## src/sv/vtp_fifo.sv

```systemverilog
// Small register queue with push/full and pop/empty handshakes.
// No dependencies; used between the front and back halves and at the result side.
`timescale 1ns / 1ps
`default_nettype none

module vtp_fifo #(
    parameter int WIDTH = 8,
    parameter int DEPTH = 4,
    localparam int AW = $clog2(DEPTH)
) (
    input  wire logic             clk,
    input  wire logic             rst_n,
    input  wire logic             push,
    output logic                  full,
    input  wire logic [WIDTH-1:0] wdata,
    input  wire logic             pop,
    output logic                  empty,
    output logic      [WIDTH-1:0] rdata
);

    logic [WIDTH-1:0] mem [DEPTH];
    logic [AW-1:0]    wr_ptr_reg, wr_ptr_next;
    logic [AW-1:0]    rd_ptr_reg, rd_ptr_next;
    logic [AW:0]      count_reg, count_next;
    logic             do_push, do_pop;

    assign full    = (count_reg == (AW+1)'(DEPTH));
    assign empty   = (count_reg == '0);
    assign do_push = push && !full;
    assign do_pop  = pop && !empty;
    assign rdata   = mem[rd_ptr_reg];

    always_comb
    begin
        wr_ptr_next = do_push ? wr_ptr_reg + 1'b1 : wr_ptr_reg;
        rd_ptr_next = do_pop ? rd_ptr_reg + 1'b1 : rd_ptr_reg;
        count_next  = count_reg + (AW+1)'(do_push) - (AW+1)'(do_pop);
    end

    always_ff @(posedge clk or negedge rst_n)
    begin
        if (!rst_n)
        begin
            wr_ptr_reg <= '0;
            rd_ptr_reg <= '0;
            count_reg  <= '0;
        end
        else
        begin
            wr_ptr_reg <= wr_ptr_next;
            rd_ptr_reg <= rd_ptr_next;
            count_reg  <= count_next;
        end
    end

    always_ff @(posedge clk)
    begin
        if (do_push)
            mem[wr_ptr_reg] <= wdata;
    end

endmodule

`default_nettype wire

```

## config.mk

```make
export PLATFORM = sky130hd
export DESIGN_NAME = vtp_fifo
export DESIGN_NICKNAME = d
export VERILOG_FILES = /design/src/sv/vtp_fifo.sv
export SDC_FILE = /design/constraint.sdc
export NUM_CORES = 1
export LEC_CHECK = 0
export ABC_AREA = 1
export BUFFER_PORTS_ARGS = -buffer_cell sky130_fd_sc_hd__clkbuf_2
export CAP_MARGIN = 30
export CORE_MARGIN = 1
export CORE_UTILIZATION = 50
export DETAILED_ROUTE_END_ITERATION = 8
export PLACE_DENSITY = 0.73
export SETUP_SLACK_MARGIN = 0.1
export SLEW_MARGIN = 20
export SYNTH_ARGS = -nofsm -noshare
export SYNTH_HDL_FRONTEND = slang
export SYNTH_SLANG_ARGS = --single-unit
```

## constraint.sdc

```tcl
create_clock -name clk -period 2.4 [get_ports clk]
set_input_delay 0.36 -clock clk [delete_from_list [all_inputs] [get_ports clk]]
set_output_delay 0.36 -clock clk [all_outputs]
set_load 0.01 [all_outputs]
```

==> results.ini <==
[timing]
slew_viol_final=0
clock_skew_ps=12.71
period_share_pct=80.72
fmax_ghz=0.5162
max_slew_margin_pct=76.10
worst_pin_slew_ps=357.2
setup_tns_ps=0
rsz0062_at_grt=false
finalSetupViolCount=0
hold_viol=0
min_period_ps=1937

[placement]
hpwl_um=1985
dpl.cell_count=226
routabilityCongestion=0.7194
portBuffers=21

[worst_setup_path]
cp_data_required_time_ps=2690
cpMostUsedCell=nand2_1
crit_path_top_delay_cell=dfrtp_1
critPathCaptureType=flop
worstPathArrival_ps=2230
path_cells=nor2_1 -> nand2_1 -> nand2_1 -> inv_1 -> ha_1 -> inv_1 -> ha_1 -> fa_1 -> nand3b_1 -> nand2_1
worst-setup-path-type=reg -> reg
cp-start-kind=flop
path_buf_inv=2
cp_max_fo=5
crit_family=adder cells
slowest_delay_ps=410

[finish]
area_growth_syn_to_layout_pct=13.13
largest_reg_flops=32
antenna_cells=0
layout-drive-gt1-share_pct=20.94
fin_cells=235
final_util_pct=61.90
nets=209
fillers=278

[synthesis]
yosysTopAreaCellShare_pct=55.69
postSynthCellCount=159
synth_area_um2=1725
yosys_warnings=0
synth_top_cell_by_area=edfxtp_1
synth_ff_type=edfxtp_1
yosysUniqueCellTypes=16
ys_top_cells_by_count=42 x nand2_1, 32 x edfxtp_1, 23 x inv_1, 18 x nor2_1, 11 x o21ai_1
async_flop_share_pct=17.95
synth.area.top_cells=edfxtp_1 56%, dfrtp_1 10%, nand2_1 9.1%
synth_seq_area_share_pct=65.84
synth_fp_nets=178
ys_ff_latch=39
synth-edff-count=32
synth.most_common_cell=nand2_1
syn_area_per_cell_um2=10.85

[global_routing]
grt_pass1_wl_um=4471
antenna_found_initial=0
grt_pass1_vias=1040
grt_usage_pct=17.47
grt-ovfl-total=0
grt_max_degree=18

[clocking]
insertion_delay_ps=340
tritoncts=done
cts_buffers=5
clkSinkCount=39
h-tree-depth=2
clock_path_buffers=2
path_clk_slew_ps=120
post_cts.resized_instances=0
post_cts_buffers=0
cts-root-buf=clkbuf_4

[die]
rows=20
initial_core_util_pct=54.72
die_y_um=60.75
core_um2=3153
dieArea_um2=3690
ios=22
fp.dieW_um=60.75

[detailed_routing]
drc=0
vias=1123
drt-initial-drc-count=38
avgRoutedWirePerCell_um=11.88
dr.pass1.iters=4
wl_um=2791
drt-vias-per-instance=4.779
postRouteAntennaNets=0

[power]
vdd_drop_max_uv=517.3
powerDensity_nw_per_um2=1132
p_leak_nw=0.9048

[flow_run]
max_cap_violations=0

[hold_path]
hp-class=in -> reg

[run_status]
status=finished clean

==> repair_timing <==
item / in CTS / in global routing
hold buffers: 1 / 0
endpoints found under the setup margin: 0 / 0
endpoints found under the hold margin: 7 / 0
==> cells in the final DEF, fill, tap and decap left out, drive strengths merged <==
cell type	count
nand3b	1
fa	1
buf	6
nand3	4
dfrtp	7
nor2	21
clkinv	3
ha	6
inv	24
edfxtp	32
nand2	43
clkbuf	26
o21ai	16
dlygate4sd3	1
==> stage by stage <==
step / hold WS [ps] / area, µm² / setup WS, ps / power, mW
global route: 214.5 / 1952 / 312.8 / 2.387
floorplan: 64.41 / 1725 / 576.7 / 1.642
detailed placement: 213.3 / 1889 / 475.6 / 1.925
finish: 222.6 / 1952 / 462.8 / 2.210
CTS: 215.6 / 1952 / 445.0 / 2.238
global placement: 205.0 / 1889 / 522.2 / 1.866
==> worst paths after layout <==
check | cells past startpoint | startpoint | slack [ps] | to
max | 10 | count_reg[1] | 460 | count_reg[2]
max reg2reg | 10 | count_reg[1] | 460 | count_reg[2]
min in group asynchronous | 2 | rst_n | 380 | count_reg[0]
min | 1 | wdata[1] | 220 | mem[0][1]
max in group asynchronous | 2 | rst_n | 1850 | wr_ptr_reg[1]
min reg2reg | 2 | rd_ptr_reg[1] | 510 | rd_ptr_reg[1]
==> cell type report <==
class                           count  area [µm²]  share of cell area (%)
Tap cell                           44       55.05                   2.821
Clock buffer                        5       37.54                   1.923
Clock inverter                      3       15.01                  0.7692
Timing Repair Buffer               28       160.2                   8.205
Inverter                           24       90.09                   4.615
Sequential cell                    39        1136                   58.21
Multi-Input combinational cell     92       457.9                   23.46
==> kinds of logic (layout without fill, tap and decap cells) <==
kind of cell / count (synthesis) / count (layout) / synth area share [%]
AND/OR/NAND/NOR: 69 / 69 / 16.39
AO/OA/AOI/OAI: 16 / 16 / 4.641
flip-flops: 39 / 39 / 65.84
adder cells (fa/ha/maj): 7 / 7 / 5.511
buffers and inverters: 28 / 60 / 7.614
==> power by group <==
part           leakage (nW)  total [mW]  switching (mW)  internal, mW
Combinational         0.493       0.913           0.577         0.337
Clock                0.0347       0.322           0.213         0.109
Sequential            0.377       0.975          0.0651         0.910
Total                 0.905        2.21           0.855          1.36
==> metal layers <==
metal,up-vias,part of all wire [%],GRT usage [%]
li1,575,-,-
met3,4,5.8,5.970
met1,513,44,19.77
met2,31,49,30.46
met5,-,0,0
met4,0,1.2,6.818
Note: power is estimated with default switching activity, not from simulation.
